==> src/rtl/tclc_pkg.sv <==
// Shared types, constants and keyword tables of the command line classifier.
package tclc_pkg;

    localparam int LINE_BUFFER_BYTES_DEF = 128;

    // Depth of the token queue between front and back; a power of two.
    localparam int QUEUE_DEPTH = 4;
    localparam int QUEUE_AW    = $clog2(QUEUE_DEPTH);
    localparam int QUEUE_CW    = $clog2(QUEUE_DEPTH + 1);

    typedef enum logic [2:0] {
        PH_LEAD,
        PH_KEY,
        PH_TAIL,
        PH_ARG_WS,
        PH_ARG_SIGN,
        PH_ARG_DIGITS,
        PH_ARG_DONE,
        PH_DEAD
    } t_phase;

    typedef enum logic [1:0] {
        KIND_UNKNOWN,
        KIND_STATUS,
        KIND_STOP,
        KIND_INTERVAL
    } t_kind;

    localparam int KW_GET   = 0;
    localparam int KW_STOP  = 1;
    localparam int KW_SET   = 2;
    localparam int KW_COUNT = 3;

    localparam logic [KW_COUNT-1:0] CAND_ALL = '1;

    // Keyword text, right-justified; padded so any 4-bit offset selects in range.
    localparam logic [127:0] KW_TEXT [KW_COUNT] = '{
        128'("GET_STATUS"),
        128'("STOP"),
        128'("SET_INTERVAL")
    };
    localparam logic [3:0] KW_LEN [KW_COUNT] = '{4'd10, 4'd4, 4'd12};

    localparam logic [31:0] MAG_CAP  = 32'h8000_0000;
    localparam logic [31:0] POS_MAX  = 32'h7FFF_FFFF;

    localparam logic [7:0] CH_SPACE = 8'd32;
    localparam logic [7:0] CH_TAB   = 8'd9;
    localparam logic [7:0] CH_CR    = 8'd13;
    localparam logic [7:0] CH_PLUS  = 8'd43;
    localparam logic [7:0] CH_MINUS = 8'd45;
    localparam logic [7:0] CH_ZERO  = 8'd48;
    localparam logic [7:0] CH_NINE  = 8'd57;

    typedef struct packed {
        logic ws;
        logic digit;
        logic sign;
        logic minus;
    } t_class;

    typedef struct packed {
        logic [7:0] data;
        logic       eol;
        logic       counts;
        t_class     cls;
    } t_token;

    // Character of keyword k at offset idx, counted from the left.
    function automatic logic [7:0] kw_char(input int k, input logic [3:0] idx);
        logic [127:0] txt;
        logic [3:0]   pos;
        txt = KW_TEXT[k];
        pos = KW_LEN[k] - 4'd1 - idx;
        return txt[{pos, 3'b000} +: 8];
    endfunction

endpackage

==> src/rtl/tclc_if.sv <==
// Handshake interfaces for the byte input channel and the result channel.
interface tclc_in_if;
    logic       valid;
    logic       ready;
    logic [7:0] line_byte;
    logic       end_of_line;

    modport source(output valid, output line_byte, output end_of_line, input ready);
    modport sink(input valid, input line_byte, input end_of_line, output ready);
endinterface

interface tclc_out_if;
    logic               valid;
    logic               ready;
    logic [1:0]         command_kind;
    logic signed [31:0] interval_value;

    modport source(output valid, output command_kind, output interval_value, input ready);
    modport sink(input valid, input command_kind, input interval_value, output ready);
endinterface

==> src/rtl/tclc_front.sv <==
// Front end: accepts bytes, tracks line position and zero termination, classifies each byte.
module tclc_front #(
    parameter int LINE_BUFFER_BYTES = tclc_pkg::LINE_BUFFER_BYTES_DEF
) (
    input  logic             i_clk,
    input  logic             i_rst_n,
    tclc_in_if.sink          i_in,
    input  logic             i_full,
    output logic             o_push,
    output tclc_pkg::t_token o_token
);
    import tclc_pkg::*;

    localparam int              PW       = $clog2(LINE_BUFFER_BYTES);
    localparam logic [PW-1:0]   POS_LAST = PW'(LINE_BUFFER_BYTES - 1);

    logic [PW-1:0] r_pos, n_pos;
    logic          r_term, n_term;
    logic          accept;
    logic          live;
    logic [7:0]    b;

    assign b          = i_in.line_byte;
    assign i_in.ready = !i_full;
    assign accept     = i_in.valid && !i_full;
    assign live       = !r_term && (r_pos < POS_LAST);
    assign o_push     = accept;

    always_comb begin
        o_token.data      = b;
        o_token.eol       = i_in.end_of_line;
        o_token.counts    = live && (b != 8'd0);
        o_token.cls.ws    = (b == CH_SPACE) || ((b >= CH_TAB) && (b <= CH_CR));
        o_token.cls.digit = (b >= CH_ZERO) && (b <= CH_NINE);
        o_token.cls.sign  = (b == CH_PLUS) || (b == CH_MINUS);
        o_token.cls.minus = (b == CH_MINUS);
    end

    always_comb begin
        n_pos  = r_pos;
        n_term = r_term;
        if (accept) begin
            if (i_in.end_of_line) begin
                n_pos  = '0;
                n_term = 1'b0;
            end else if (live) begin
                n_pos = r_pos + PW'(1);
                if (b == 8'd0) begin
                    n_term = 1'b1;
                end
            end
        end
    end

    always_ff @(posedge i_clk) begin
        if (!i_rst_n) begin
            r_pos  <= '0;
            r_term <= 1'b0;
        end else begin
            r_pos  <= n_pos;
            r_term <= n_term;
        end
    end

endmodule

==> src/rtl/tclc_queue.sv <==
// Short token queue that decouples the front end from the parser.
module tclc_queue (
    input  logic             i_clk,
    input  logic             i_rst_n,
    input  logic             i_push,
    input  tclc_pkg::t_token i_token,
    input  logic             i_pop,
    output tclc_pkg::t_token o_token,
    output logic             o_valid,
    output logic             o_full
);
    import tclc_pkg::*;

    t_token              r_mem [QUEUE_DEPTH];
    logic [QUEUE_AW-1:0] r_wr, r_rd;
    logic [QUEUE_CW-1:0] r_cnt, n_cnt;

    assign o_valid = (r_cnt != '0);
    assign o_full  = (r_cnt == QUEUE_CW'(QUEUE_DEPTH));
    assign o_token = r_mem[r_rd];

    always_comb begin
        n_cnt = r_cnt;
        if (i_push && !i_pop) begin
            n_cnt = r_cnt + QUEUE_CW'(1);
        end else if (!i_push && i_pop) begin
            n_cnt = r_cnt - QUEUE_CW'(1);
        end
    end

    always_ff @(posedge i_clk) begin
        if (i_push) begin
            r_mem[r_wr] <= i_token;
        end
    end

    always_ff @(posedge i_clk) begin
        if (!i_rst_n) begin
            r_wr  <= '0;
            r_rd  <= '0;
            r_cnt <= '0;
        end else begin
            if (i_push) begin
                r_wr <= r_wr + QUEUE_AW'(1);
            end
            if (i_pop) begin
                r_rd <= r_rd + QUEUE_AW'(1);
            end
            r_cnt <= n_cnt;
        end
    end

endmodule

==> src/rtl/tclc_back.sv <==
// Back end: keyword match and number parse per token, result register at the line end.
module tclc_back (
    input  logic             i_clk,
    input  logic             i_rst_n,
    input  logic             i_valid,
    input  tclc_pkg::t_token i_token,
    output logic             o_pop,
    tclc_out_if.source       o_out
);
    import tclc_pkg::*;

    t_phase              r_phase, n_phase;
    logic [KW_COUNT-1:0] r_cand, n_cand;
    logic [3:0]          r_off, n_off;
    logic                r_neg, n_neg;
    logic [31:0]         r_acc, n_acc;
    logic                r_seen, n_seen;

    logic                r_out_valid, n_out_valid;
    t_kind               r_kind, n_kind;
    logic [31:0]         r_value, n_value;

    logic                slot_free;
    logic                take;
    logic [KW_COUNT-1:0] cin, keep;
    logic [3:0]          oin, key_off;
    t_phase              key_phase;
    logic [35:0]         mul;
    logic [31:0]         dig_acc;
    t_kind               res_kind;
    logic [31:0]         res_value;

    assign slot_free = !r_out_valid || o_out.ready;
    assign o_pop     = i_valid && (!i_token.eol || slot_free);
    assign take      = o_pop && i_token.counts;

    assign o_out.valid          = r_out_valid;
    assign o_out.command_kind   = r_kind;
    assign o_out.interval_value = r_value;

    // Keyword matcher; the first non-blank byte starts from all candidates.
    always_comb begin
        cin = (r_phase == PH_LEAD) ? CAND_ALL : r_cand;
        oin = (r_phase == PH_LEAD) ? 4'd0 : r_off;
        for (int k = 0; k < KW_COUNT; k++) begin
            keep[k] = cin[k] && (oin < KW_LEN[k]) && (kw_char(k, oin) == i_token.data);
        end
        key_off = oin + 4'd1;
        if (keep == '0) begin
            key_phase = PH_DEAD;
        end else if (keep[KW_SET] && (key_off == KW_LEN[KW_SET])) begin
            key_phase = PH_ARG_WS;
        end else if (keep[KW_GET] && (key_off == KW_LEN[KW_GET])) begin
            key_phase = PH_TAIL;
        end else if (keep[KW_STOP] && (key_off == KW_LEN[KW_STOP])) begin
            key_phase = PH_TAIL;
        end else begin
            key_phase = PH_KEY;
        end
    end

    // Decimal accumulate: times ten as two shifts, magnitude capped at 2^31.
    always_comb begin
        mul     = ({4'd0, r_acc} << 3) + ({4'd0, r_acc} << 1) + {32'd0, i_token.data[3:0]};
        dig_acc = (mul > {4'd0, MAG_CAP}) ? MAG_CAP : mul[31:0];
    end

    always_comb begin
        n_phase = r_phase;
        n_cand  = r_cand;
        n_off   = r_off;
        n_neg   = r_neg;
        n_acc   = r_acc;
        n_seen  = r_seen;
        if (take) begin
            unique case (r_phase)
                PH_LEAD, PH_KEY: begin
                    if (r_phase == PH_KEY || !i_token.cls.ws) begin
                        n_cand  = keep;
                        n_off   = key_off;
                        n_phase = key_phase;
                    end
                end
                PH_TAIL: begin
                    if (!i_token.cls.ws) begin
                        n_phase = PH_DEAD;
                    end
                end
                PH_ARG_WS: begin
                    if (!i_token.cls.ws) begin
                        if (i_token.cls.sign) begin
                            n_neg   = i_token.cls.minus;
                            n_phase = PH_ARG_SIGN;
                        end else if (i_token.cls.digit) begin
                            n_acc   = dig_acc;
                            n_seen  = 1'b1;
                            n_phase = PH_ARG_DIGITS;
                        end else begin
                            n_phase = PH_ARG_DONE;
                        end
                    end
                end
                PH_ARG_SIGN, PH_ARG_DIGITS: begin
                    if (i_token.cls.digit) begin
                        n_acc   = dig_acc;
                        n_seen  = 1'b1;
                        n_phase = PH_ARG_DIGITS;
                    end else begin
                        n_phase = PH_ARG_DONE;
                    end
                end
                PH_ARG_DONE, PH_DEAD: begin
                end
                default: begin
                end
            endcase
        end

        // Classification from the state after this byte.
        res_kind  = KIND_UNKNOWN;
        res_value = 32'd0;
        unique case (n_phase)
            PH_TAIL: begin
                res_kind = n_cand[KW_GET] ? KIND_STATUS : KIND_STOP;
            end
            PH_ARG_WS, PH_ARG_SIGN, PH_ARG_DIGITS, PH_ARG_DONE: begin
                res_kind = KIND_INTERVAL;
                if (n_seen) begin
                    if (n_neg) begin
                        res_value = 32'd0 - n_acc;
                    end else begin
                        res_value = (n_acc >= MAG_CAP) ? POS_MAX : n_acc;
                    end
                end
            end
            default: begin
            end
        endcase

        n_out_valid = r_out_valid && !o_out.ready;
        n_kind      = r_kind;
        n_value     = r_value;
        if (o_pop && i_token.eol) begin
            n_out_valid = 1'b1;
            n_kind      = res_kind;
            n_value     = res_value;
            n_phase     = PH_LEAD;
            n_cand      = CAND_ALL;
            n_off       = 4'd0;
            n_neg       = 1'b0;
            n_acc       = 32'd0;
            n_seen      = 1'b0;
        end
    end

    always_ff @(posedge i_clk) begin
        r_kind  <= n_kind;
        r_value <= n_value;
    end

    always_ff @(posedge i_clk) begin
        if (!i_rst_n) begin
            r_phase     <= PH_LEAD;
            r_cand      <= CAND_ALL;
            r_off       <= 4'd0;
            r_neg       <= 1'b0;
            r_acc       <= 32'd0;
            r_seen      <= 1'b0;
            r_out_valid <= 1'b0;
        end else begin
            r_phase     <= n_phase;
            r_cand      <= n_cand;
            r_off       <= n_off;
            r_neg       <= n_neg;
            r_acc       <= n_acc;
            r_seen      <= n_seen;
            r_out_valid <= n_out_valid;
        end
    end

endmodule

==> src/rtl/text_command_line_classifier.sv <==
// The last byte of a line enters the token queue; its result is registered in the output register once popped.
// Throughput: one byte per cycle while the queue is not full, limited by the single-byte parser step in the back end.
// The four-entry token queue lets the input run while a finished result waits to be taken.
// At most one result per line; it is held in an output register until taken.
// Reset (synchronous, active low) empties the queue and returns all line state to its start.
module text_command_line_classifier #(
    parameter int LINE_BUFFER_BYTES = tclc_pkg::LINE_BUFFER_BYTES_DEF
) (
    input  logic       i_clk,
    input  logic       i_rst_n,
    tclc_in_if.sink    i_in,
    tclc_out_if.source o_out
);
    import tclc_pkg::*;

    t_token push_token, pop_token;
    logic   push, pop, q_valid, q_full;

    tclc_front #(
        .LINE_BUFFER_BYTES(LINE_BUFFER_BYTES)
    ) u_front (
        .i_clk   (i_clk),
        .i_rst_n (i_rst_n),
        .i_in    (i_in),
        .i_full  (q_full),
        .o_push  (push),
        .o_token (push_token)
    );

    tclc_queue u_queue (
        .i_clk   (i_clk),
        .i_rst_n (i_rst_n),
        .i_push  (push),
        .i_token (push_token),
        .i_pop   (pop),
        .o_token (pop_token),
        .o_valid (q_valid),
        .o_full  (q_full)
    );

    tclc_back u_back (
        .i_clk   (i_clk),
        .i_rst_n (i_rst_n),
        .i_valid (q_valid),
        .i_token (pop_token),
        .o_pop   (pop),
        .o_out   (o_out)
    );

endmodule
==> src/flat_wrapper.sv <==
// flat-port wrapper written by rule: the top's interface ports become plain ports
module text_command_line_classifier_flat import tclc_pkg::*;
#(
    parameter int LINE_BUFFER_BYTES = tclc_pkg::LINE_BUFFER_BYTES_DEF
)
  (i_clk, i_rst_n, i_in_valid, i_in_line_byte, i_in_end_of_line, i_in_ready, o_out_valid, o_out_command_kind, o_out_interval_value, o_out_ready);
  tclc_in_if i_in_i ();
  tclc_out_if o_out_i ();
  input  logic i_clk;
  input  logic i_rst_n;
  input wire logic [$bits(i_in_i.valid)-1:0] i_in_valid;
  input wire logic [$bits(i_in_i.line_byte)-1:0] i_in_line_byte;
  input wire logic [$bits(i_in_i.end_of_line)-1:0] i_in_end_of_line;
  output wire logic [$bits(i_in_i.ready)-1:0] i_in_ready;
  output wire logic [$bits(o_out_i.valid)-1:0] o_out_valid;
  output wire logic [$bits(o_out_i.command_kind)-1:0] o_out_command_kind;
  output wire logic [$bits(o_out_i.interval_value)-1:0] o_out_interval_value;
  input wire logic [$bits(o_out_i.ready)-1:0] o_out_ready;
  assign i_in_i.valid = i_in_valid;
  assign i_in_i.line_byte = i_in_line_byte;
  assign i_in_i.end_of_line = i_in_end_of_line;
  assign i_in_ready = i_in_i.ready;
  assign o_out_valid = o_out_i.valid;
  assign o_out_command_kind = o_out_i.command_kind;
  assign o_out_interval_value = o_out_i.interval_value;
  assign o_out_i.ready = o_out_ready;
  text_command_line_classifier #(.LINE_BUFFER_BYTES(LINE_BUFFER_BYTES)) u_core (.i_clk(i_clk), .i_rst_n(i_rst_n), .i_in(i_in_i), .o_out(o_out_i));
endmodule
==> config.mk <==
export PLATFORM = sky130hd
export DESIGN_NAME = text_command_line_classifier_flat
export DESIGN_NICKNAME = d
export VERILOG_FILES = /design/src/rtl/tclc_pkg.sv /design/src/rtl/tclc_if.sv /design/src/rtl/tclc_front.sv /design/src/rtl/tclc_queue.sv /design/src/rtl/tclc_back.sv /design/src/rtl/text_command_line_classifier.sv /design/src/flat_wrapper.sv
export SDC_FILE = /design/constraint.sdc
export NUM_CORES = 1
export LEC_CHECK = 0
export BUFFER_PORTS_ARGS = -buffer_cell sky130_fd_sc_hd__clkbuf_2
export CORE_MARGIN = 2
export CORE_UTILIZATION = 55
export DETAILED_ROUTE_END_ITERATION = 10
export MAX_ROUTING_LAYER = met4
export PLACE_DENSITY = 0.78
export SLEW_MARGIN = 30
export SYNTH_ARGS = -nofsm -noshare
export SYNTH_HDL_FRONTEND = slang
export SYNTH_SLANG_ARGS = --single-unit
==> constraint.sdc <==
create_clock -name i_clk -period 7.7 [get_ports i_clk]
set_clock_uncertainty 0.2 [all_clocks]
set_input_delay 1.54 -clock i_clk [delete_from_list [all_inputs] [get_ports i_clk]]
set_output_delay 1.54 -clock i_clk [all_outputs]
set_load 0.01 [all_outputs]
; ---- Word-level counts from Yosys, hierarchy flattened
; Memory sizes are Yosys's and may differ from the RTL's. A register that Yosys moved wholly into a read port is not among the register bits.
; Cells that the tools add are included.
; W data, S select, Z words.
[word_totals]
regBits = 94
latchBits = 0
ram_bits = 56
romBits = 0
input_bits = 13
out_inout_bits = 36
elab_cells = 158
memories = 1
[op_classes]
add_sub_neg = 12
multipliers = 0
div = 0
magnitude_cmp = 10
eq_ne = 20
n_shift = 3
mux = 47
n_bitwise = 1
n_reduce_logical = 49
[mem_list]
columns = memory, depth, width, read_ports, rd_clocked_by_memory_dff, write_ports, line_no
row1 = u_core.u_queue.r_mem, 4, 14, 1, 1, 1, tclc_queue.sv:14  ; t_token r_mem [QUEUE_DEPTH];
[op_table]
columns = op, n
row1 = $shiftx A128 B8 Y8 const A, 3
row2 = $mux W32, 7
row3 = $pmux W32 S2, 1
row4 = $add A35 B33 Y36, 1
row5 = $add A36 B4 Y36, 1
row6 = $gt A36 B32 Y1 const B, 1
row7 = $ge A32 B32 Y1 const B, 1
row8 = $sub A1 B32 Y32 const A, 1
row9 = $eq A8 B6 Y1 const B, 3
row10 = $eq A8 B8 Y1, 3
row11 = $mux W3, 8
row12 = $logic_and A1 B1 Y1, 20
row13 = $eq A3 B3 Y1 const B, 6
row14 = $mux W1, 17
row15 = $mux W2, 8
row16 = $mux W7, 2
row17 = $eq A3 B2 Y1 const B, 4
row18 = $pmux W3 S4, 1
row19 = $eq A4 B4 Y1 const B, 2
row20 = $ge A8 B4 Y1 const B, 1
row21 = $ge A8 B6 Y1 const B, 1
row22 = $le A8 B4 Y1 const B, 1
row23 = $le A8 B6 Y1 const B, 1
row24 = $logic_not A1 Y1, 8
row25 = other kinds (26), 40

; ---- Longest topological paths before layout
; Gate-level depths: netlist of run 1.
[depth]
depth_word = 17
ltp_mapped = 28
depth_no_buf = 25

; ---- Cells and area by module
; A second synthesis of run 1 with hierarchy kept.
[unflattened]
hier_cells = 1165
hier_area_um2 = 10920.5
[modules_own_cells]
columns = mod, n_inst, cells_per_inst, area_per_inst_um2, seq_area_each_um2
row1 = tclc_back, 1, 971, 7800.0, 1921.8
row2 = tclc_queue, 1, 116, 2494.9, 1861.8
row3 = tclc_front, 1, 78, 625.6, 160.2

; ---- Least setup slack after synthesis of run 1
; No wires, ideal clock.
[synth_path]
path_kind = register to register
start = reg with a tool-made name
end = reg u_core.u_back.r_value[30], in the netlist u_core.u_back.o_out.interval_value[30] (data pin)
setup_time_ns = 0.167
arrival_time_ns = 5.976
required_time_ns = 7.333
path_slack_ns = 1.356
stages_incl_launch_ff = 28
path_buffers = 3
synth_period_minus_slack_ns = 6.344
path_cell_list = dfxtp_1 > buf_6 > buf_12 > mux4_2 > ha_1 > ha_1 > fa_1 > a211oi_1 > o211ai_2 > a211oi_4 > a211oi_1 > a211oi_1 > a221oi_1 > and4_1 > a21oi_4 > nand2b_1 > buf_4 > nor2_4 > a22oi_1 > ha_1 > o21a_1 > nand2_1 > a31oi_2 > nand3b_2 > nor4_4 > nand3_1 > xor2_1 > a221oi_2
[synth_lines]
columns = element, line_no
row1 = to (signal assigned), tclc_back.sv:158  ; r_value <= n_value;
row2 = to (decl), tclc_back.sv:21  ; logic [31:0] r_value, n_value;

==> flow_summary.json, run 1 <==
{
  "category_of_the_critical_setup_timing_path": "reg2reg",
  "finalHoldViolCount": 0,
  "ir_worst_vdd_uv": 268.3,
  "worstPathCellList": "mux4_2, inv_1, fa_1, inv_1, ha_1, a21o_1, and4_1, o211ai_1, a21oi_1, or3_1, nor2b_1, and4_1, a21oi_4, nand2b_1, nor2_4, a22oi_1, ha_1, o21a_1, nand2_1, a31oi_2, nand3b_2, nor4_4, a311oi_1, a2111oi_2",
  "synth_area_per_cell_um2": 9.647,
  "final_period_minus_worst_setup_slack_ns": 7.145,
  "clkLatencyLatePin_ns": 0.44,
  "nNetsFinal": 1293,
  "cts_buffer_depth": 2,
  "total_i_o_pin_count": 49,
  "post-route-util_pct": 60.61,
  "critPathSlowestCell": "mux4_2",
  "routed_wire_length_per_instance_um": 19.96,
  "drt_iter0_markers": 928,
  "worst_setup_path_end_kind": "flip-flop",
  "clock.fmax_mhz": 140.0,
  "critical_path.max_fanout": 8,
  "critical-path-max-stage-delay_ns": 0.64,
  "worstPathRequired_ns": 7.71,
  "synth_ff_type": "edfxtp_1",
  "die_x_um": 147.1,
  "clock_sinks": 152,
  "tightestPinTransition_ns": 0.8799,
  "fill_cells": 1680,
  "layout-area-overhead-vs-synth_pct": 8.591,
  "antenna_found_initial": 0,
  "die_height_um": 147.1,
  "placedInstanceArea_um2": 11620,
  "synth.net_count": 1268,
  "synthesis.instances": 1167,
  "hpwl_mm": 21.91,
  "fin_tns_setup_ns": 0,
  "rsz0062_at_grt": "false",
  "cts_root_buf": "clkbuf_16",
  "synth-edff-count": 90,
  "drive_gt1_share_pct": 15.19,
  "synth_area_um2": 11260,
  "maxCapViolCount": 0,
  "design.core.area_um2": 20170,
  "port_buffers": 48,
  "synth-seq-area-share_pct": 35.03,
  "count_of_different_cell_masters_after_synthesis": 97,
  "clk_pin_slew_ns": 0.07,
  "grt_start_max_net_pins": 43,
  "synth-warning-count": 0,
  "grt_overflow_total": 0,
  "initial_cell_density_of_the_core_pct": 55.82,
  "drt_wl_total_mm": 29.45,
  "power.leakage_nw": 4.790,
  "grt_first_pass_wirelength_mm": 47.87,
  "cts_buffers": 17,
  "groute.usage.overall_pct": 28.36,
  "ys_async_sr_fraction_pct": 0,
  "setup_failing_eps_final": 0,
  "arrival_ns": 7.15,
  "place_congestion": 0.9614,
  "cts_max_level": 4,
  "final.period_utilization_pct": 92.80,
  "die_area_um2": 21630,
  "floorplan.rows": 52,
  "vias": 9586,
  "post_cts.repair.setup_buffers": 0,
  "stdcell_count": 1475,
  "final_antenna_net_count": 0,
  "drt-pass1-iter-count": 6,
  "synth-seq-cells": 152,
  "diodes": 0,
  "grt_pass1_vias": 9436,
  "stdcell_area_um2": 12230,
  "maxSlewHeadroom_pct": 41.12,
  "drt-vias-per-instance": 6.499,
  "clock_tree_from_tritoncts": "done",
  "critical_path.startpoint_type": "flip-flop",
  "outcome": "completed",
  "detail_route.drc_violations": 0,
  "post_cts_resized": 0,
  "placed_cells": 1443,
  "cts.hold.buffers_added": 0,
  "timing_max_transition_violations_final": 0,
  "worstHoldPathType": "reg2reg",
  "powerDensity_nw_per_um2": 264.2
}
==> metrics by stage <==
stage	power (mW)	hold slack [ns]	setup WS, ns
2_1_floorplan	2.064	0.2373	1.356
3_3_place_gp	2.335	0.2469	0.9075
3_5_place_dp	2.367	0.2745	0.7189
4_1_cts	3.208	0.2903	0.6455
5_1_grt	3.389	0.3181	0.008920
6_report	3.230	0.2923	0.5547
==> cells by family (layout without fill, tap and decap cells) <==
group	Yosys count	in the layout	share of synthesized area, %
buffers and inverters	85	123	3.812
AND/OR/NAND/NOR	407	407	18.66
XOR/XNOR	59	59	4.723
AO/OA/AOI/OAI	341	341	23.15
flip-flops	152	152	35.03
multiplexers	35	35	4.645
adder cells (fa/ha/maj)	88	88	9.980
==> final timing paths <==
path | start | endpoint | slack, ns | cells after the start
hold reg to reg | u_core.u_back.r_seen | u_core.u_back.r_seen | 0.29 | 2
hold / removal | u_core.u_back.r_seen | u_core.u_back.r_seen | 0.29 | 2
setup reg to reg | flip-flop | u_core.u_back.o_out.interval_value[26] | 0.55 | 24
setup / recovery | flip-flop | u_core.u_back.o_out.interval_value[26] | 0.55 | 24
==> placed cells by master, fill, tap and decap left out, drive strengths merged, types with 20 or more instances in the layout <==
cell type	netlist	routed
a211oi	20	20
a21o	21	21
a21oi	75	75
a221oi	28	28
a22oi	20	20
clkbuf	24	66
dfxtp	62	62
edfxtp	90	90
ha	85	85
inv	30	39
nand2	88	88
nand3	23	23
nand4	23	23
nor2	124	124
nor3	30	30
o21ai	68	68
xnor2	25	25
xor2	34	34
==> report_power, final <==
part           total [mW]  internal (mW)  switching, mW
sequential           1.11           1.02         0.0861
clock               0.842          0.442          0.400
combinational        1.28          0.447          0.834
total                3.23           1.91           1.32
==> state kept, by name (all words and copies together) (netlist names), named ones only <==
register	flops
u_core.u_back.r_seen	1
u_core.u_queue.r_rd	2
u_core.u_back.r_phase	3
u_core.u_back.o_out.command_kind	2
u_core.u_back.r_neg	1
u_core.u_front.r_term	1
u_core.u_back.o_out.interval_value	32
u_core.u_back.r_off	4
u_core.u_queue.r_cnt	3
u_core.u_back.r_acc	32
u_core.u_front.r_pos	7
u_core.u_queue.r_wr	2
u_core.u_back.r_cand	3
u_core.u_back.o_out.valid	1
u_core.u_queue.r_mem	56
==> metal layers <==
metal  share of wire, %  track usage, %  vias to the layer above
li1                   -               -                     4506
met1                 38           32.48                     4548
met2                 51           49.23                      427
met3                6.0           4.441                      105
met4                4.3           12.50                        0
met5                  0               -                        -
==> worst max-delay path, delay by kind of cell, from the launching register on <==
family	cells	cell delay, ns
simple gates	9	2.22
buf+inv	2	0.25
mux	1	0.64
flops	1	0.52
fa+ha+maj	3	0.89
compound gates	9	2.19
==> layout make-up <==
cell class / count / area [um^2] / area share [%]
Multi-Input combinational cell: 930 / 6904 / 56.47
Sequential cell: 152 / 3944 / 32.26
Clock buffer: 18 / 439.2 / 3.592
Timing Repair Buffer: 61 / 337.8 / 2.763
Tap cell: 270 / 337.8 / 2.763
Clock inverter: 14 / 150.1 / 1.228
Inverter: 30 / 112.6 / 0.9211
==> cell usage after synthesis (14+ instances only) <==
cell	instances	share of area (%)
nor2_1	121	4.0
edfxtp_1	90	24
nand2_1	88	2.9
ha_1	85	9.4
a21oi_1	67	3.0
dfxtp_1	62	11
o21ai_0	61	2.7
xor2_1	33	2.6
inv_1	27	0.90
nor3_1	27	1.2
xnor2_1	24	1.9
clkbuf_1	23	0.77
nand3_1	23	1.0
nand4_1	23	1.3
a21o_1	21	1.4
a221oi_2	21	2.8
a22oi_1	19	1.3
buf_2	19	0.84
mux2i_1	17	1.5
and2_1	16	0.89
nor2b_1	16	0.89
and3_1	15	0.83
a211oi_1	14	0.93
Power figures use the tool's default switching activity.
==> run 2: changes to the inputs <==
Settings changed: ABC_AREA from default to 1.
==> flow_summary.json, run 2 <==
{
  "tightestPinTransition_ns": 0.9030,
  "cts.hold.buffers_added": 0,
  "cts_buffer_depth": 2,
  "place_congestion": 0.9597,
  "floorplan.rows": 54,
  "critPathSlowestCell": "fa_1",
  "setup_failing_eps_final": 0,
  "synth-edff-count": 90,
  "fin_tns_setup_ns": 0,
  "grt_overflow_total": 0,
  "setup_slack_ns": 1.617,
  "busiest_layer": "met2",
  "post_cts_resized": 0,
  "outcome": "completed",
  "critical_path.max_fanout": 29,
  "most_common_cell_after_layout_fill_and_taps_aside": "nand2_1",
  "detail_route.drc_violations": 0,
  "drt_iter0_markers": 1080,
  "drt-pass1-iter-count": 5,
  "synthDominantCellAreaShare_pct": 22.21,
  "powerDensity_nw_per_um2": 256.2,
  "clock_tree_from_tritoncts": "done",
  "grt.met3_usage_pct": 3.925,
  "grt_first_pass_wirelength_mm": 54.41,
  "synthTopCellsByArea": "edfxtp_1 (22%), nand2_1 (17%), dfxtp_1 (10%)",
  "critical_path.startpoint_type": "flip-flop",
  "clkLatencyLatePin_ns": 0.44,
  "hpwl_mm": 25.28,
  "fin_worst_hold_slack_ns": 0.2645,
  "clk_pin_slew_ns": 0.07,
  "library_cell_appearing_most_often_on_the_critical_path": "nand2_1",
  "synth_ff_type": "edfxtp_1",
  "ys_async_sr_fraction_pct": 0,
  "synth_largest_area_cell": "edfxtp_1",
  "critical-path-max-stage-delay_ns": 0.50,
  "count_of_different_cell_masters_after_synthesis": 65,
  "cts_max_level": 4,
  "synthMostInstantiatedCell": "nand2_1",
  "maxCapViolCount": 0,
  "synthesis.instances": 1782,
  "cts_root_buf": "clkbuf_16",
  "drive_gt1_share_pct": 11.10,
  "grt_util_met1_pct": 34.92,
  "timing_max_transition_violations_final": 0,
  "die_x_um": 152.7,
  "layout_common_cells": "nand2_1 (540), inv_1 (233), nor2_1 (204)",
  "cts_buffers": 17,
  "synth-seq-area-share_pct": 32.41,
  "groute.usage.overall_pct": 29.43,
  "registers.top_by_ff_count": "u_core.u_queue.r_mem",
  "synth_area_um2": 12170,
  "initial_cell_density_of_the_core_pct": 55.92,
  "die_area_um2": 23330,
  "worst_setup_path_end_kind": "flip-flop",
  "drt_wl_total_mm": 33.32,
  "final_period_minus_worst_setup_slack_ns": 6.083,
  "fraction_of_met2_tracks_used_by_global_routing_pct": 50.61,
  "worstPathRequired_ns": 7.74,
  "total_i_o_pin_count": 49,
  "power.leakage_nw": 6.670,
  "vias": 11787,
  "flip_flop_count_of_the_largest_register_after_layout": 56,
  "final.period_utilization_pct": 79.00,
  "nNetsFinal": 1917,
  "antenna_found_initial": 0,
  "grt_start_max_net_pins": 55,
  "clock.fmax_mhz": 164.4,
  "port_buffers": 48,
  "placed_cells": 2077,
  "synth_area_per_cell_um2": 6.828,
  "arrival_ns": 6.12,
  "diodes": 0,
  "category_of_the_critical_setup_timing_path": "reg2reg",
  "routed_wire_length_per_instance_um": 15.80,
  "layout-area-overhead-vs-synth_pct": 8.361,
  "post_place_worst_slack_ns": 1.536,
  "grt_pass1_vias": 11101,
  "post_cts.repair.setup_buffers": 0,
  "ir_worst_vdd_uv": 224.4,
  "ys_top_cells_by_count": "nand2_1 (540), inv_1 (233), nor2_1 (205)",
  "maxSlewHeadroom_pct": 39.73,
  "die_height_um": 152.7,
  "synth-seq-cells": 152,
  "drt-vias-per-instance": 5.589,
  "finalHoldViolCount": 0,
  "rsz0062_at_grt": "false",
  "final_antenna_net_count": 0,
  "worstHoldPathType": "reg2reg",
  "synth-warning-count": 0,
  "design.core.area_um2": 21760,
  "stdcell_count": 2109,
  "clock_sinks": 152,
  "synth.net_count": 1883
}
==> run 2: routing by layer <==
| layer | vias up | wire length, um |
|---|---|---|
| li1 | 5862 | - |
| met1 | 5389 | 13480 |
| met2 | 447 | 16510 |
| met3 | 89 | 1965 |
| met4 | 0 | 1364 |
| met5 | - | 0 |
==> run 2: worst max-delay path, delay by kind of cell (launching register included) <==
kind,cells,cell delay (ns)
AOI/OAI and AO/OA,3,0.86
adders and majority gates,3,1.21
buffers and inverters,4,0.71
DFF,1,0.48
and+or+nand+nor,21,2.41
==> run 2: logic make-up (layout without fill, tap and decap cells) <==
logic type	Yosys count	count (layout)	share of synthesized area, %
AOI/OAI and AO/OA	240	240	12.00
xor gates and xnor gates	11	11	0.8536
adders and majority gates	88	88	9.235
buffers and inverters	304	351	10.10
DFF	152	152	32.41
and+or+nand+nor	987	987	35.40
==> run 2: power by group <==
part / switching [mW] / internal (mW) / total, mW / leakage (nW)
Sequential: 0.0926 / 1.06 / 1.15 / 1.33
Clock: 0.385 / 0.479 / 0.864 / 0.298
Combinational: 0.976 / 0.389 / 1.36 / 5.04
Total: 1.45 / 1.92 / 3.38 / 6.67
==> run 2: path summary, 6_finish.rpt <==
path | startpoint | endpoint | cells past startpoint | slack [ns]
worst max-delay path | flip-flop | u_core.u_back.o_out.interval_value[4] | 31 | 1.62
worst min-delay path | u_core.u_front.r_term | u_core.u_front.r_term | 2 | 0.26
worst max register to register | flip-flop | u_core.u_back.o_out.interval_value[4] | 31 | 1.62
worst min register to register | u_core.u_front.r_term | u_core.u_front.r_term | 2 | 0.26
==> run 2: final cells by class <==
cell class | count | area, um^2
Clock buffer | 19 | 452.9
Tap cell | 280 | 350.3
Clock inverter | 13 | 145.1
Sequential cell | 152 | 3945
Fill cell | 1980 | 8572
Inverter | 263 | 989.7
Multi-Input combinational cell | 1326 | 7000
Timing Repair Buffer | 56 | 300.3
==> run 2: per-stage QoR <==
stage	util [%]	power (mW)	instance area, um^2
after floorplan	-	2.143	12170
after CTS	60.58	3.361	13180
after detailed placement	57.83	2.500	12580
after global placement	57.82	2.453	12580
final	60.60	3.378	13180
after global routing	60.60	3.585	13180
